File: config.mk
export PLATFORM = sky130hd
export DESIGN_NAME = arssf_ctrl
export DESIGN_NICKNAME = d
export VERILOG_FILES = /design/src/hdl/arssf_pkg.sv /design/src/hdl/arssf_ctrl.sv
export VERILOG_INCLUDE_DIRS = /design/src /design/src/hdl
export SDC_FILE = /design/constraint.sdc
export NUM_CORES = 1
export LEC_CHECK = 0
export ABC_AREA = 1
export BUFFER_PORTS_ARGS = -buffer_cell sky130_fd_sc_hd__buf_2
export CAP_MARGIN = 20
export CORE_AREA = 2 2 39 41
export CTS_BUF_LIST = sky130_fd_sc_hd__clkbuf_8
export CTS_CLUSTER_DIAMETER = 80
export DETAILED_ROUTE_END_ITERATION = 10
export DIE_AREA = 0 0 41 43
export SLEW_MARGIN = 20
export SYNTH_ARGS = -nofsm -noshare
export SYNTH_HDL_FRONTEND = slang
export SYNTH_SLANG_ARGS = --single-unit
export TNS_END_PERCENT = 20
File: constraint.sdc
create_clock -name clk -period 1.8 [get_ports clk]
set_clock_uncertainty 0.05 [all_clocks]
set_input_delay 0 -clock clk [delete_from_list [all_inputs] [get_ports clk]]
set_output_delay 0 -clock clk [all_outputs]
set_load 0.1 [all_outputs]
File: src/hdl/audio_register_snoop_shadow_fifo_macros.svh
// assertion macros shared by the audio register snoop modules
`ifndef AUDIO_REGISTER_SNOOP_SHADOW_FIFO_MACROS_SVH
`define AUDIO_REGISTER_SNOOP_SHADOW_FIFO_MACROS_SVH

// same-cycle implication, disabled during reset
`define ARSSF_ASSERT_IMPLY(lbl, clk, rst_n, ante, cons, msg) \
    lbl: assert property (@(posedge clk) disable iff (!rst_n) (ante) |-> (cons)) \
        else $error(msg);

// next-cycle implication, disabled during reset
`define ARSSF_ASSERT_NEXT(lbl, clk, rst_n, ante, cons, msg) \
    lbl: assert property (@(posedge clk) disable iff (!rst_n) (ante) |=> (cons)) \
        else $error(msg);

`endif

File: src/hdl/arssf_pkg.sv
// types and constants shared by the audio register snoop modules
`default_nettype none

package arssf_pkg;

    // input transaction
    typedef struct packed {
        logic [1:0]  func;
        logic [23:0] bus_address;
        logic [15:0] write_value;
        logic [2:0]  access_width;
        logic [63:0] time_stamp;
    } arssf_in_t;

    // result transaction
    typedef struct packed {
        logic [2:0]  status;
        logic [23:0] event_address;
        logic [15:0] event_value;
        logic [2:0]  event_width;
        logic [63:0] event_time;
        logic [8:0]  pending;
        logic [31:0] dropped;
        logic [31:0] captured;
        logic [4:0]  slot_index;
        logic [15:0] slot_value;
        logic        slot_seen;
        logic        last;
    } arssf_out_t;

    // one stored bus write in the event queue
    typedef struct packed {
        logic [23:0] address;
        logic [15:0] value;
        logic [2:0]  width;
        logic [63:0] ticks;
    } arssf_entry_t;

    // controller to datapath commands
    typedef struct packed {
        logic       load;
        logic       exec;
        logic       emit;
        logic [4:0] slot;
    } arssf_cmd_t;

    // datapath to controller status
    typedef struct packed {
        logic snap_go;
    } arssf_stat_t;

    // function codes
    localparam logic [1:0] FN_CAPTURE  = 2'd0;
    localparam logic [1:0] FN_PEEK     = 2'd1;
    localparam logic [1:0] FN_POP      = 2'd2;
    localparam logic [1:0] FN_SNAPSHOT = 2'd3;

    // result status codes
    localparam logic [2:0] STS_QUEUED  = 3'd0;
    localparam logic [2:0] STS_DROPPED = 3'd1;
    localparam logic [2:0] STS_IGNORED = 3'd2;
    localparam logic [2:0] STS_EMPTY   = 3'd3;
    localparam logic [2:0] STS_EVENT   = 3'd4;
    localparam logic [2:0] STS_SLOT    = 3'd5;
    localparam logic [2:0] STS_POPPED  = 3'd6;

    // custom chip page and audio register offsets
    localparam logic [11:0] AUDIO_PAGE     = 12'hdff;
    localparam logic [11:0] REG_DMACON     = 12'h096;
    localparam logic [11:0] REG_DMACON_HI  = 12'h097;
    localparam logic [11:0] REG_INTENA     = 12'h09a;
    localparam logic [11:0] REG_INTREQ     = 12'h09c;
    localparam logic [11:0] REG_ADKCON     = 12'h09e;
    localparam logic [11:0] REG_ADKCON_HI  = 12'h09f;
    localparam logic [11:0] CHAN_FIRST     = 12'h0a0;
    localparam logic [11:0] CHAN_LAST_WORD = 12'h0da;
    localparam logic [11:0] CHAN_LAST_BYTE = 12'h0db;
    localparam logic [3:0]  CHAN_REG_LAST  = 4'd10;

    // byte access width
    localparam logic [2:0] WIDTH_BYTE = 3'd1;

    // shadow layout
    localparam int          GLOBAL_COUNT   = 4;
    localparam int          CHAN_SLOTS     = 24;
    localparam logic [4:0]  REGS_PER_CHAN  = 5'd6;
    localparam logic [4:0]  SLOT_FIRST_CH  = 5'd4;
    localparam logic [4:0]  SLOT_LAST      = 5'd27;

endpackage

`default_nettype wire

File: src/hdl/arssf_ctrl.sv
// controller: transaction sequencing and snapshot slot counter
`default_nettype none
`include "audio_register_snoop_shadow_fifo_macros.svh"

module arssf_ctrl
    import arssf_pkg::*;
(
    input  wire logic        clk,
    input  wire logic        rst_n,
    input  wire logic        start,
    input  wire arssf_stat_t stat,
    output logic             busy,
    output arssf_cmd_t       cmd
);

    typedef enum logic [1:0] {
        S_IDLE,
        S_EXEC,
        S_SNAP
    } state_t;

    state_t     state_reg, state_next;
    logic [4:0] slot_reg,  slot_next;

    // next state
    always_comb
    begin
        state_next = state_reg;
        slot_next  = slot_reg;
        case (state_reg)
            S_IDLE:
            begin
                if (start)
                begin
                    state_next = S_EXEC;
                end
            end
            S_EXEC:
            begin
                if (stat.snap_go)
                begin
                    state_next = S_SNAP;
                    slot_next  = 5'd1;
                end
                else
                begin
                    state_next = S_IDLE;
                end
            end
            S_SNAP:
            begin
                if (slot_reg == SLOT_LAST)
                begin
                    state_next = S_IDLE;
                    slot_next  = '0;
                end
                else
                begin
                    slot_next = slot_reg + 5'd1;
                end
            end
            default:
            begin
                state_next = S_IDLE;
                slot_next  = '0;
            end
        endcase
    end

    // state and slot counter
    always_ff @(posedge clk or negedge rst_n)
    begin
        if (!rst_n)
        begin
            state_reg <= S_IDLE;
            slot_reg  <= '0;
        end
        else
        begin
            state_reg <= state_next;
            slot_reg  <= slot_next;
        end
    end

    // commands to the datapath
    assign busy     = (state_reg != S_IDLE);
    assign cmd.load = start && (state_reg == S_IDLE);
    assign cmd.exec = (state_reg == S_EXEC);
    assign cmd.emit = (state_reg == S_SNAP);
    assign cmd.slot = slot_reg;

    // checks
    `ARSSF_ASSERT_NEXT(a_load_exec, clk, rst_n, cmd.load, state_reg == S_EXEC, "accepted transaction did not execute")
    `ARSSF_ASSERT_NEXT(a_snap_done, clk, rst_n, (state_reg == S_SNAP) && (slot_reg == SLOT_LAST), state_reg == S_IDLE, "snapshot did not end after last slot")
    `ARSSF_ASSERT_IMPLY(a_slot_idle, clk, rst_n, state_reg != S_SNAP, slot_reg == '0, "slot counter not cleared outside snapshot")

endmodule

`default_nettype wire

==> impl_summary.log <==
INFO  metric final_worst_path_period_share = 86.5%
INFO  metric ctsRootBufferMaster = clkbuf_8
INFO  metric syn_inst_count = 65
INFO  metric diodes = 0
INFO  metric place.gp.congestion = 0.689
INFO  metric count_of_fill_cells_added_during_filler_insertion = 156
INFO  metric finalHoldViolations = 0
INFO  metric cts_tree = built
INFO  metric required = 1.75 ns
INFO  metric netlist-cell-type-count = 18
INFO  metric wire_length_of_the_first_global_routing_pass = 1.90 mm
INFO  metric synth_nets = 74
INFO  metric outcome = finished clean
INFO  metric grt-ovfl-total = 0
INFO  metric critical_path_data_arrival_time = 1.51 ns
INFO  metric syn_area = 492 sq um
INFO  metric row_count = 14
INFO  metric critical_path_fanout_max = 3
INFO  metric vias_per_cell = 4.74
INFO  metric cp-endpoint = cmd[7]
INFO  metric timing.critical_path.cells = inv_1 > ha_1 > nand2_1 > inv_1 > buf_2
INFO  metric yosysWarningCount = 0
INFO  metric timing.final.max_slew_violations = 0
INFO  metric max-clock-path-buffers = 2
INFO  metric mostFrequentLayoutCell = nand2_1
INFO  metric drt-total-wl = 1.06 mm
INFO  metric post_route_cells_drive_above_1_share = 35.4%
INFO  metric initial_antenna_violation_count = 0
INFO  metric largest_family_of_logic_cells_by_synthesized_area = simple AND/OR/NAND/NOR gates
INFO  metric relSlewSlack = 67.6%
INFO  metric sequential_cell_area = 178 sq um
INFO  metric vias = 465
INFO  metric dieArea = 1760 sq um
INFO  metric crit_path_frequent_cell = inv_1
INFO  metric slowest_delay = 0.41 ns
INFO  metric area_of_combinational_cells_with_multiple_inputs = 284 sq um
INFO  metric design.portCount = 13
INFO  metric postSynthRegisterBits = 7
INFO  metric number_of_global_route_vias_before_repair = 454
INFO  metric startpoint_type = flip-flop
INFO  metric cp-startpoint = state_reg[0]
INFO  metric avgSynthCellArea = 7.56 sq um
INFO  metric worst_r2r_startpoint = state_reg[0]
INFO  metric muxShareOfSynthArea = 0%
INFO  metric grt_max_degree = 8
INFO  metric rsz0062_at_grt = false
INFO  metric synth_seq_area_share = 35.6%
INFO  metric worst_setup_path_end_kind = output pin
INFO  metric route.detailed.drc = 0
INFO  metric period_minus_slack = 1.56 ns
INFO  metric cts_num_sinks = 7
INFO  metric chipHeight = 43 um
INFO  metric timing_worst_setup_path_type = reg2out
INFO  metric timing.setup.tns = 0 ns
INFO  metric place_inst = 93
INFO  metric number_of_setup_violations_in_the_final_report = 0
INFO  metric worstRegToRegCells = 7
INFO  metric number_of_flip_flops_in_the_largest_register = 5
INFO  metric post_synth_and_or_nand_nor_area_fraction = 34.1%
INFO  metric min_delay_path_depth = 3
INFO  metric chip_width = 41 um
INFO  metric cts_made_buffers = 3
INFO  metric io_buffer_count = 12
INFO  metric area_growth = 29.0%
INFO  metric worst_pin_slew = 0.490 ns
INFO  metric max_cap_viol = 0
INFO  metric register_clock_pin_slew_on_the_reported_worst_setup_and_hold_paths = 0.04 ns
INFO  metric route.antenna.remaining_nets = 0
INFO  metric fin_cells = 98
INFO  metric design.final.nets = 92
INFO  metric drt-wirelength-per-cell = 10.8 um
INFO  metric worst_r2r_endpoint = slot_reg[2]
INFO  metric finalCoreUtilization = 45.8%
INFO  metric drt_pass1_iterations = 4
INFO  metric reg2reg_slack = 0.41 ns
INFO  metric drtIter0Drc = 4
INFO  metric fmax = 0.643 GHz
INFO  metric min-delay-path-class = in2reg
INFO  metric critical_path.slowest_cell = buf_2
INFO  metric htree_levels = 1
INFO  metric synth-compound-area-share = 8.14%
INFO  metric yosys.area_share.xor_xnor = 1.78%
INFO  metric clk-insertion-delay-late = 0.22 ns
INFO  metric grt_usage = 16.3%
INFO  metric synth-adder-area-share = 12.7%
INFO  metric mostFrequentLayoutCells = nand2_1 (19), buf_2 (12), inv_1 (10)
INFO  metric starting_utilization_of_the_core_area = 35.5%
INFO  metric core_area = 1380 sq um
INFO  metric hpwlAfterDp = 882 um
==> kinds of logic after synthesis <==
kind of cell    Yosys count
compound gates            6
fa+ha+maj                 5
buf+inv                  10
xor+xnor                  1
simple gates             36
flops                     7
==> metal layers <==
layer,track usage (%),vias to the layer above,share of wire (%)
li1,-,233,-
met4,4.00,0,0
met1,17.9,219,40
met5,0,-,0
met2,26.9,13,54
met3,7.85,0,6.0
==> synthesized netlist by cell type, drive strengths merged <==
library cell / number / area share, %
a21oi: 3 / 3.8
o21bai: 1 / 1.5
xor2: 1 / 1.8
o21ai: 2 / 2.8
nand2: 24 / 22
nor2: 6 / 5.1
inv: 10 / 7.6
nand3: 4 / 4.1
dfrtp: 7 / 36
ha: 5 / 13
or2: 1 / 1.8
nand4: 1 / 1.3
==> how the worst min path moves through the flow <==
| stage | slack [ns] | start | endpoint |
|---|---|---|---|
| finish | 0.04 | stat | state_reg[1] |
| global route | 0.07 | stat | state_reg[1] |
| CTS | 0.04 | stat | state_reg[1] |
| detailed placement | -0.21 | rst_n | slot_reg[4] |
| global placement | -0.21 | rst_n | slot_reg[3] |
| floorplan | -0.35 | rst_n | slot_reg[0] |
==> final cells by class <==
cell class	instances	share of cell area [%]
clock buffers	3	6.51
clock inverters	1	0.592
inverters	10	5.92
multi-input cells	48	44.8
flip-flops and latches	7	28.0
well taps	16	3.16
repair buffers	13	11.0
==> stage by stage <==
step / setup WS (ns) / hold slack [ns] / instance area, sq um
final: 0.244 / 0.0401 / 634
after global routing: 0.167 / 0.0674 / 634
after CTS: 0.224 / 0.0389 / 634
after detailed placement: 0.374 / -0.209 / 579
after global placement: 0.416 / -0.211 / 579
after floorplan: 0.144 / -0.346 / 499
==> worst max-delay path: cells and delay by family, from the launching register on <==
family                     cells  cell delay, ns
DFF                            1            0.40
adders and majority gates      1            0.23
buffers and inverters          3            0.58
and+or+nand+nor                1            0.08
==> what timing repair did <==
item / in CTS / in global routing
hold buffers: 1 / 0
gates resized for setup: 0 / 0
buffers inserted: 0 / 0
hold endpoints to repair: 7 / 0
Power is not shown: default switching activity piles up to over one toggle a cycle in this logic, so the estimate is an artifact.
